==> src/design/wur_pkg.sv <==
// Package for the wavetable upload receiver: transfer item types, reply codes,
// header magic words, register indexes and the sample key hash.
// No dependencies.
package wur_pkg;

  // configuration port
  localparam int unsigned ADDR_W = 3;
  localparam int unsigned DATA_W = 32;
  localparam logic REG_TABLE_LIMIT = 1'b0;
  localparam logic REG_IDLE_TICKS  = 1'b1;
  localparam logic [8:0]  TABLE_LIMIT_RESET = 9'd256;
  localparam logic [15:0] IDLE_TICKS_RESET  = 16'd100;

  // default table cap
  localparam int unsigned MAX_TABLES_DEF = 256;

  // reply codes
  localparam logic [1:0] REPLY_ACK = 2'd0;
  localparam logic [1:0] REPLY_ERR = 2'd1;
  localparam logic [1:0] REPLY_FIN = 2'd2;

  // input item kinds
  localparam logic MODE_BYTE = 1'b0;
  localparam logic MODE_TICK = 1'b1;

  // header bytes: four magic words then the length word, last byte position
  localparam logic [3:0] HDR_LAST_POS = 4'd9;

  typedef logic [15:0] magic_arr_t [4];
  localparam magic_arr_t MAGIC_WORDS = '{16'd29960, 16'd62903, 16'd35185, 16'd26662};

  typedef struct packed {
    logic       mode;
    logic [7:0] rx_byte;
  } in_item_t;

  typedef struct packed {
    logic        sample_write;
    logic [7:0]  write_table;
    logic [15:0] write_index;
    logic [15:0] write_value;
    logic        reply_valid;
    logic [1:0]  reply_code;
    logic        commit;
    logic [8:0]  tables_loaded;
    logic [15:0] table_length;
  } out_item_t;

  // 16-bit integer hash of a sample value, the expected key
  function automatic logic [15:0] value_hash(input logic [15:0] v);
    logic [15:0] k;
    k = (16'hFFFF ^ v) + (v << 15);
    k = k ^ (k >> 12);
    k = k + (k << 2);
    k = k ^ (k >> 4);
    // times 2057
    k = k + (k << 3) + (k << 11);
    return k;
  endfunction

endpackage

==> src/design/wur_out_buf.sv <==
// Two-entry result buffer: an output register plus a skid register, so the
// upstream side keeps transferring while a result waits. Uses wur_pkg.
module wur_out_buf (
  input  logic               clk,
  input  logic               rst,
  input  logic               push,
  input  wur_pkg::out_item_t push_data,
  output logic               full,
  output logic               result_valid,
  input  logic               result_stall,
  output wur_pkg::out_item_t result
);
  import wur_pkg::*;

  logic      main_valid;
  out_item_t main_data;
  logic      skid_valid;
  out_item_t skid_data;
  logic      pop;

  assign pop          = main_valid && !result_stall;
  assign full         = skid_valid;
  assign result_valid = main_valid;
  assign result       = main_data;

  // control bits
  always_ff @(posedge clk) begin
    if (rst) begin
      main_valid <= 1'b0;
      skid_valid <= 1'b0;
    end else if (pop) begin
      if (skid_valid) begin
        main_valid <= 1'b1;
        skid_valid <= 1'b0;
      end else begin
        main_valid <= push;
      end
    end else if (!main_valid) begin
      main_valid <= push;
    end else if (push) begin
      skid_valid <= 1'b1;
    end
  end

  // payload
  always_ff @(posedge clk) begin
    if (pop) begin
      main_data <= skid_valid ? skid_data : push_data;
    end else if (!main_valid) begin
      main_data <= push_data;
    end else if (push) begin
      skid_data <= push_data;
    end
  end

endmodule

==> src/design/wavetable_upload_receiver.sv <==
// Wavetable upload receiver top level: header hunt, sample key check, table
// write generation, idle timeout and APB configuration. Uses wur_pkg, wur_out_buf.
//
//   channel  direction  handshake                 payload
//   item     in         item_valid / item_stall   in_item_t  (mode, rx_byte)
//   result   out        result_valid/result_stall out_item_t (one per item)
//   config   in         psel/penable/pwrite/pready table_limit, idle_ticks
//
// One item per cycle while item_stall is low: the whole step (header compare, key hash,
// counters) is one pass of logic from the state registers into the result buffer.
// A transferred item's result is registered in the output or the skid register.
// rst is synchronous and clears all state and loads the register defaults.
// item_stall rises only when both result buffer entries are held by a stall.
module wavetable_upload_receiver #(
  parameter int unsigned MAX_TABLES = wur_pkg::MAX_TABLES_DEF
) (
  input  logic                     clk,
  input  logic                     rst,
  input  logic                     item_valid,
  output logic                     item_stall,
  input  wur_pkg::in_item_t        item,
  output logic                     result_valid,
  input  logic                     result_stall,
  output wur_pkg::out_item_t       result,
  input  logic                     psel,
  input  logic                     penable,
  input  logic                     pwrite,
  input  logic [wur_pkg::ADDR_W-1:0] paddr,
  input  logic [wur_pkg::DATA_W-1:0] pwdata,
  output logic [wur_pkg::DATA_W-1:0] prdata,
  output logic                     pready
);
  import wur_pkg::*;

  localparam logic [8:0] LimCap = (MAX_TABLES < 511) ? 9'(MAX_TABLES) : 9'd511;

  // configuration registers
  logic [8:0]  table_limit;
  logic [15:0] idle_ticks;
  logic        cfg_write;

  assign pready    = 1'b1;
  assign cfg_write = psel && penable && pwrite && pready;

  always_ff @(posedge clk) begin
    if (rst) begin
      table_limit <= TABLE_LIMIT_RESET;
      idle_ticks  <= IDLE_TICKS_RESET;
    end else if (cfg_write) begin
      if (paddr[2] == REG_TABLE_LIMIT) begin
        table_limit <= pwdata[8:0];
      end else begin
        idle_ticks <= pwdata[15:0];
      end
    end
  end

  always_comb begin
    if (paddr[2] == REG_IDLE_TICKS) begin
      prdata = {16'd0, idle_ticks};
    end else begin
      prdata = {23'd0, table_limit};
    end
  end

  // upload state
  logic        in_sample_phase, in_sample_phase_next;
  logic [3:0]  byte_position, byte_position_next;
  logic [7:0]  hi_byte, hi_byte_next;
  logic [15:0] key_word, key_word_next;
  logic        magic_mismatch, magic_mismatch_next;
  logic [15:0] samples_per_table, samples_per_table_next;
  logic [8:0]  table_pos, table_pos_next;
  logic [15:0] sample_pos, sample_pos_next;
  logic [8:0]  tables_started, tables_started_next;
  logic [15:0] idle_count, idle_count_next;
  logic        receiving, receiving_next;

  logic        accept;
  logic        buf_full;
  out_item_t   res_next;
  logic [15:0] word;
  logic [15:0] idle_inc;
  logic [15:0] sample_inc;
  logic [8:0]  lim;
  logic [3:0]  sample_bp;

  assign item_stall = buf_full;
  assign accept     = item_valid && !item_stall;
  assign word       = {hi_byte, item.rx_byte};
  assign idle_inc   = (idle_count == 16'hFFFF) ? idle_count : idle_count + 16'd1;
  assign sample_inc = sample_pos + 16'd1;
  assign lim        = (table_limit < LimCap) ? table_limit : LimCap;
  assign sample_bp  = {2'b00, byte_position[1:0]};

  // one step of the upload protocol
  always_comb begin
    in_sample_phase_next   = in_sample_phase;
    byte_position_next     = byte_position;
    hi_byte_next           = hi_byte;
    key_word_next          = key_word;
    magic_mismatch_next    = magic_mismatch;
    samples_per_table_next = samples_per_table;
    table_pos_next         = table_pos;
    sample_pos_next        = sample_pos;
    tables_started_next    = tables_started;
    idle_count_next        = idle_count;
    receiving_next         = receiving;
    res_next               = '0;

    if (item.mode == MODE_TICK) begin
      // idle timeout ends the upload
      idle_count_next = idle_inc;
      if (receiving && idle_inc >= idle_ticks) begin
        in_sample_phase_next = 1'b0;
        receiving_next       = 1'b0;
        table_pos_next       = '0;
        sample_pos_next      = '0;
        byte_position_next   = '0;
        magic_mismatch_next  = 1'b0;
        res_next.reply_valid = 1'b1;
        res_next.reply_code  = REPLY_FIN;
        res_next.commit      = (tables_started != 9'd0);
      end
    end else if (!in_sample_phase) begin
      // header hunt
      idle_count_next = '0;
      if (!byte_position[0]) begin
        hi_byte_next       = item.rx_byte;
        byte_position_next = byte_position + 4'd1;
      end else if (!byte_position[3]) begin
        if (word != MAGIC_WORDS[byte_position[2:1]]) begin
          magic_mismatch_next = 1'b1;
        end
        byte_position_next = byte_position + 4'd1;
      end else begin
        res_next.reply_valid = 1'b1;
        table_pos_next       = '0;
        sample_pos_next      = '0;
        tables_started_next  = '0;
        byte_position_next   = '0;
        magic_mismatch_next  = 1'b0;
        if (magic_mismatch) begin
          res_next.reply_code = REPLY_ERR;
          in_sample_phase_next = 1'b0;
          receiving_next       = 1'b0;
        end else begin
          res_next.reply_code    = REPLY_ACK;
          samples_per_table_next = word;
          in_sample_phase_next   = 1'b1;
        end
      end
    end else begin
      // sample phase: key word then value word
      idle_count_next = '0;
      receiving_next  = 1'b1;
      if (!sample_bp[0]) begin
        hi_byte_next       = item.rx_byte;
        byte_position_next = sample_bp + 4'd1;
      end else if (!sample_bp[1]) begin
        key_word_next      = word;
        byte_position_next = 4'd2;
      end else begin
        byte_position_next = '0;
        if (key_word != value_hash(word)) begin
          // bad key drops the upload
          res_next.reply_valid = 1'b1;
          res_next.reply_code  = REPLY_ERR;
          in_sample_phase_next = 1'b0;
          receiving_next       = 1'b0;
          table_pos_next       = '0;
          sample_pos_next      = '0;
          magic_mismatch_next  = 1'b0;
          tables_started_next  = '0;
        end else if (table_pos < lim) begin
          if (sample_pos == 16'd0) begin
            tables_started_next = tables_started + 9'd1;
          end
          res_next.sample_write = 1'b1;
          res_next.write_table  = table_pos[7:0];
          res_next.write_index  = sample_pos;
          res_next.write_value  = word;
          sample_pos_next       = sample_inc;
          if (sample_inc == samples_per_table) begin
            // table complete
            sample_pos_next      = '0;
            table_pos_next       = table_pos + 9'd1;
            res_next.reply_valid = 1'b1;
            res_next.reply_code  = REPLY_ACK;
          end
        end
      end
    end

    res_next.tables_loaded = tables_started_next;
    res_next.table_length  = samples_per_table_next;
  end

  // state update on each item transfer
  always_ff @(posedge clk) begin
    if (rst) begin
      in_sample_phase   <= 1'b0;
      byte_position     <= '0;
      hi_byte           <= '0;
      key_word          <= '0;
      magic_mismatch    <= 1'b0;
      samples_per_table <= '0;
      table_pos         <= '0;
      sample_pos        <= '0;
      tables_started    <= '0;
      idle_count        <= '0;
      receiving         <= 1'b0;
    end else if (accept) begin
      in_sample_phase   <= in_sample_phase_next;
      byte_position     <= byte_position_next;
      hi_byte           <= hi_byte_next;
      key_word          <= key_word_next;
      magic_mismatch    <= magic_mismatch_next;
      samples_per_table <= samples_per_table_next;
      table_pos         <= table_pos_next;
      sample_pos        <= sample_pos_next;
      tables_started    <= tables_started_next;
      idle_count        <= idle_count_next;
      receiving         <= receiving_next;
    end
  end

  // result buffer
  wur_out_buf u_out_buf (
    .clk          (clk),
    .rst          (rst),
    .push         (accept),
    .push_data    (res_next),
    .full         (buf_full),
    .result_valid (result_valid),
    .result_stall (result_stall),
    .result       (result)
  );

`ifndef SYNTH
  // a stalled input means the output register holds a result
  assert property (@(posedge clk) disable iff (rst) item_stall |-> result_valid)
    else $error("item stalled with empty result register");

  // byte position stays within the header
  assert property (@(posedge clk) disable iff (rst) byte_position <= HDR_LAST_POS)
    else $error("byte position out of range");

  // commit only comes with a finished reply
  assert property (@(posedge clk) disable iff (rst)
      accept && res_next.commit |-> res_next.reply_valid && res_next.reply_code == REPLY_FIN)
    else $error("commit without finished reply");

  // sample position stays inside the announced table length
  assert property (@(posedge clk) disable iff (rst)
      in_sample_phase && samples_per_table != 16'd0 |-> sample_pos < samples_per_table)
    else $error("sample position beyond table length");
`endif

endmodule

==> config.mk <==
export PLATFORM = sky130hd
export DESIGN_NAME = wavetable_upload_receiver
export DESIGN_NICKNAME = d
export VERILOG_FILES = /design/src/design/wur_pkg.sv /design/src/design/wur_out_buf.sv /design/src/design/wavetable_upload_receiver.sv
export SDC_FILE = /design/constraint.sdc
export NUM_CORES = 1
export LEC_CHECK = 0
export BUFFER_PORTS_ARGS = -buffer_cell sky130_fd_sc_hd__buf_4
export CAP_MARGIN = 5
export CORE_ASPECT_RATIO = 2
export CORE_UTILIZATION = 30
export DETAILED_ROUTE_END_ITERATION = 7
export GPL_TIMING_DRIVEN = 0
export PLACE_DENSITY = 0.56
export REMOVE_ABC_BUFFERS = 1
export SLEW_MARGIN = 40
export SYNTH_ARGS = -nofsm -noshare
export SYNTH_HDL_FRONTEND = slang
export SYNTH_SLANG_ARGS = --single-unit
==> constraint.sdc <==
create_clock -name clk -period 6.81 [get_ports clk]
set_input_delay 0.3405 -clock clk [delete_from_list [all_inputs] [get_ports clk]]
set_output_delay 0.3405 -clock clk [all_outputs]
set_load 0.01 [all_outputs]
==> impl_metrics.csv <==
group,metric,value,unit
outcome,outcome,"completed",
timing,finalCritPeriodShare,96.25,%
hold_path,hp-class,"input port to flip-flop",
final_layout,mostFrequentLayoutCell,"nand2_1",
critical_path,required,7.23,ns
logic_synthesis,yosysUniqueCellTypes,78,
power,pwr-share-comb,31.1,%
clocking,cts_root_buf,"clkbuf_16",
logic_synthesis,synthAdderAreaFrac,6.731,%
logic_synthesis,synth_top_family_by_area,"simple AND/OR/NAND/NOR gates",
job,cap_viol_max_count,0,
global_route,grt_first_pass_wirelength,62720,um
timing,finalMaxSlewViolations,0,
logic_synthesis,muxShareOfSynthArea,5.164,%
global_route,grt_usage,16.49,%
final_layout,area_growth,21.55,%
floorplanning,initial_utilization,30.30,%
detailed_routing,dr_total_vias,11470,
final_layout,drive_gt1_share,19.35,%
clocking,clkSinkCount,264,
clocking,clk_latency,0.56,ns
power,clkPwrFrac,32.5,%
floorplanning,die-area,49640,um^2
power,leakage,0.006857,uW
clocking,clk_pin_slew,0.07,ns
clocking,clock_path_buffers,3,
logic_synthesis,synthXorXnorAreaFrac,6.012,%
logic_synthesis,async_reset_ff_share,0,%
global_route,grt_overflow,0,
floorplanning,design.core.area,48210,um^2
timing,relSlewSlack,49.47,%
global_route,antenna_found_initial,0,
logic_synthesis,synth_compound_area_share,13.43,%
power,intPower,3273,uW
logic_synthesis,avgSynthCellArea,9.475,um^2
floorplanning,fp.dieW,158.0,um
critical_path,path_class,"flip-flop to flip-flop",
final_layout,n_antenna_cell,0,
power,p_sw_share,32.56,%
floorplanning,pin_count,156,
logic_synthesis,ys_ff_latch,264,
detailed_routing,dr.pass1.iters,5,
detailed_routing,avgRoutedWirePerCell,17.70,um
final_layout,mostFrequentLayoutCells,"194 x nand2_1, 140 x edfxtp_1, 137 x buf_4",
logic_synthesis,yosys_warnings,0,
final_layout,fin_nets,1780,
place,routabilityCongestion,0.8881,
critical_path,critPathLaunchType,"flip-flop",
power,seqPwrFrac,36.4,%
global_route,grt_max_degree,65,
power,p_per_area,273.3,nW/um^2
clocking,cts_tree,"yes",
timing,skew,0.01053,ns
timing,setup_viol,0,
logic_synthesis,netlist_instances,1542,
detailed_routing,drt_wl_total,40930,um
timing,fin_tns_setup,0,ns
floorplanning,die_height,314.1,um
logic_synthesis,syn-cell-area,14610,um^2
critical_path,crit_fanout,18,
timing,worstMarginPinSlew,0.7556,ns
logic_synthesis,synth-main-ff-cell,"edfxtp_1",
critical_path,critPathCaptureType,"flip-flop",
place,portBuffers,120,
timing,fmax,152.6,MHz
power,ir_drop,0.0002003,V
global_route,grt_pass1_vias,11310,
detailed_routing,drt_first_iter_violations,627,
clocking,htree_levels,1,
detailed_routing,ant_nets,0,
place,dp_hpwl,30300,um
clocking,cts_buffers,26,
logic_synthesis,synth.yosys.seq_area_share,45.77,%
detailed_routing,avgViaCountPerCell,4.963,
timing,hold_viol,0,
logic_synthesis,synth_edf_count,140,
critical_path,worstPathArrival,6.98,ns
logic_synthesis,synth_simple_gate_area_share,17.86,%
floorplanning,rows,114,
place,dpl_cell_area,16270,um^2
final_layout,final_area,17760,um^2
detailed_routing,post-route-drc-count,0,
timing,period_needed,6.555,ns
power,p_switching,1581,uW
## final cells by class
class / instances / area [um^2]
multi-input cells: 1121 / 7647
repair buffers: 161 / 1400
inverters: 80 / 300.3
flip-flops and latches: 264 / 6699
fillers: 4973 / 30450
well taps: 638 / 798.3
clock inverters: 21 / 259.0
clock buffers: 27 / 654.4
## power by group through the flow
| stage | clock, uW | sequential [uW] | combinational (uW) |
|---|---|---|---|
| 5_1_grt | 1670 | 1770 | 1630 |
| 6_report | 1580 | 1770 | 1510 |
| 2_1_floorplan | 0 | 1810 | 960 |
| 3_5_place_dp | 0 | 1800 | 1390 |
| 3_3_place_gp | 0 | 1810 | 1350 |
| 4_1_cts | 1620 | 1770 | 1470 |
## path summary, 6_finish.rpt
kind	startpoint	endpoint	slack, ns	depth (start not counted)
min reg2reg	idle_ticks[10]$_SDFFE_PP0P_	idle_ticks[10]$_SDFFE_PP0P_	0.46	2
min	pwdata[15]	idle_ticks[15]$_SDFFE_PP0P_	0.03	3
max	hi_byte[7]$_SDFFE_PP0P_	u_out_buf.result[56]$_DFFE_PP_	0.26	26
max reg2reg	hi_byte[7]$_SDFFE_PP0P_	u_out_buf.result[56]$_DFFE_PP_	0.26	26
## sequential cells by signal, indices dropped and copies added, names as in the netlist
signal / flops
in_sample_phase: 1
u_out_buf.full: 1
samples_per_table: 16
receiving: 1
table_limit: 9
magic_mismatch: 1
u_out_buf.skid_data: 70
sample_pos: 16
table_pos: 9
tables_started: 9
u_out_buf.result: 70
idle_ticks: 16
u_out_buf.result_valid: 1
idle_count: 16
byte_position: 4
key_word: 16
hi_byte: 8
## synth_stat cells (3+ instances only)
| cell | n | area (um^2) |
|---|---|---|
| xor2_1 | 24 | 210.2 |
| and3_1 | 7 | 43.79 |
| a41o_1 | 3 | 30.03 |
| a2111oi_0 | 4 | 35.03 |
| buf_1 | 7 | 26.28 |
| or4_1 | 4 | 30.03 |
| buf_4 | 17 | 127.6 |
| o21ai_0 | 51 | 255.2 |
| clkbuf_1 | 61 | 229.0 |
| fa_1 | 6 | 120.1 |
| or3_1 | 10 | 62.56 |
| and2_1 | 36 | 225.2 |
| nand2_1 | 196 | 735.7 |
| o21ai_1 | 5 | 25.02 |
| mux2_2 | 51 | 574.3 |
| a21oi_1 | 129 | 645.6 |
| a21o_1 | 26 | 195.2 |
| buf_2 | 5 | 25.02 |
| a22oi_1 | 9 | 67.56 |
| xnor2_1 | 69 | 604.3 |
| mux2i_1 | 18 | 180.2 |
| edfxtp_1 | 140 | 4204 |
| nor2b_1 | 11 | 68.82 |
| o21bai_1 | 11 | 82.58 |
| nand2b_1 | 5 | 31.28 |
| a31o_2 | 3 | 26.28 |
| nor3_1 | 37 | 185.2 |
| inv_1 | 77 | 289.0 |
| dfxtp_1 | 124 | 2482 |
| and4_1 | 8 | 70.07 |
| o22ai_1 | 3 | 18.77 |
| a31oi_1 | 11 | 68.82 |
| nand3_1 | 24 | 120.1 |
| o21a_1 | 6 | 45.04 |
| ha_1 | 69 | 863.3 |
| o2111ai_1 | 4 | 35.03 |
| a211oi_1 | 24 | 180.2 |
| or2_2 | 4 | 25.02 |
| nor3b_1 | 5 | 37.54 |
| a211o_1 | 8 | 70.07 |
| nand4_1 | 20 | 125.1 |
| nor2_1 | 133 | 499.2 |
| nor4_1 | 36 | 225.2 |
## timing repair
item,CTS,global route
endpoints found under the setup margin,141,122
pin swaps,6,21
setup buffers,9,12
cloned,1,0
resized for setup,32,24
hold endpoints to repair,4,0
hold buffers,4,0
## critical path, cell delays in order (launching register included)
cell       delay [ns]
dfxtp_4          0.37
xor2_4           0.17
xor2_4           0.23
buf_4            0.16
fa_2             0.34
a211oi_2         0.23
o21bai_1         0.12
a21o_1           0.24
a31oi_4          0.22
o21bai_1         0.10
a21oi_2          0.18
xor2_2           0.22
xnor2_2          0.16
fa_1             0.49
ha_4             0.29
a21o_1           0.22
a2111oi_4        0.49
nand4_1          0.24
nor3b_2          0.26
o2111ai_2        0.20
nand4b_4         0.29
or2_4            0.32
nor3_4           0.20
buf_12           0.16
buf_8            0.15
and2_1           0.16
mux2_2           0.17
## cell families after synthesis
logic type / Yosys count
buffers and inverters: 173
adders and majority gates: 75
xor gates and xnor gates: 96
muxes: 69
and+or+nand+nor: 547
other: 2
DFF: 264
AOI/OAI and AO/OA: 316
## routing by layer
layer  GRT usage [%]  vias to the layer above  wire, um
met2           31.98                      257     22480
met3           1.459                       77      1199
li1                -                     5663         -
met4           8.064                        0      1952
met5               0                        -         0
met1           17.29                     5477     15300
## through the flow
| step | std cells | hold slack, ns | setup slack, ns | util, % | total power (uW) |
|---|---|---|---|---|---|
| finish | 2312 | 0.03100 | 0.2552 | 36.83 | 4854 |
| global route | 2312 | 0.01932 | -0.02168 | 36.83 | 5080 |
| detailed placement | 2238 | 0.4496 | -1.502 | 33.75 | 3196 |
| global placement | 2222 | 0.4427 | -3.054 | 33.06 | 3161 |
| floorplan | 1464 | 0.4096 | 0.2109 | - | 2766 |
| CTS | 2300 | 0.007445 | 0.02219 | 36.34 | 4862 |
Note: power is estimated with default switching activity, not from simulation.
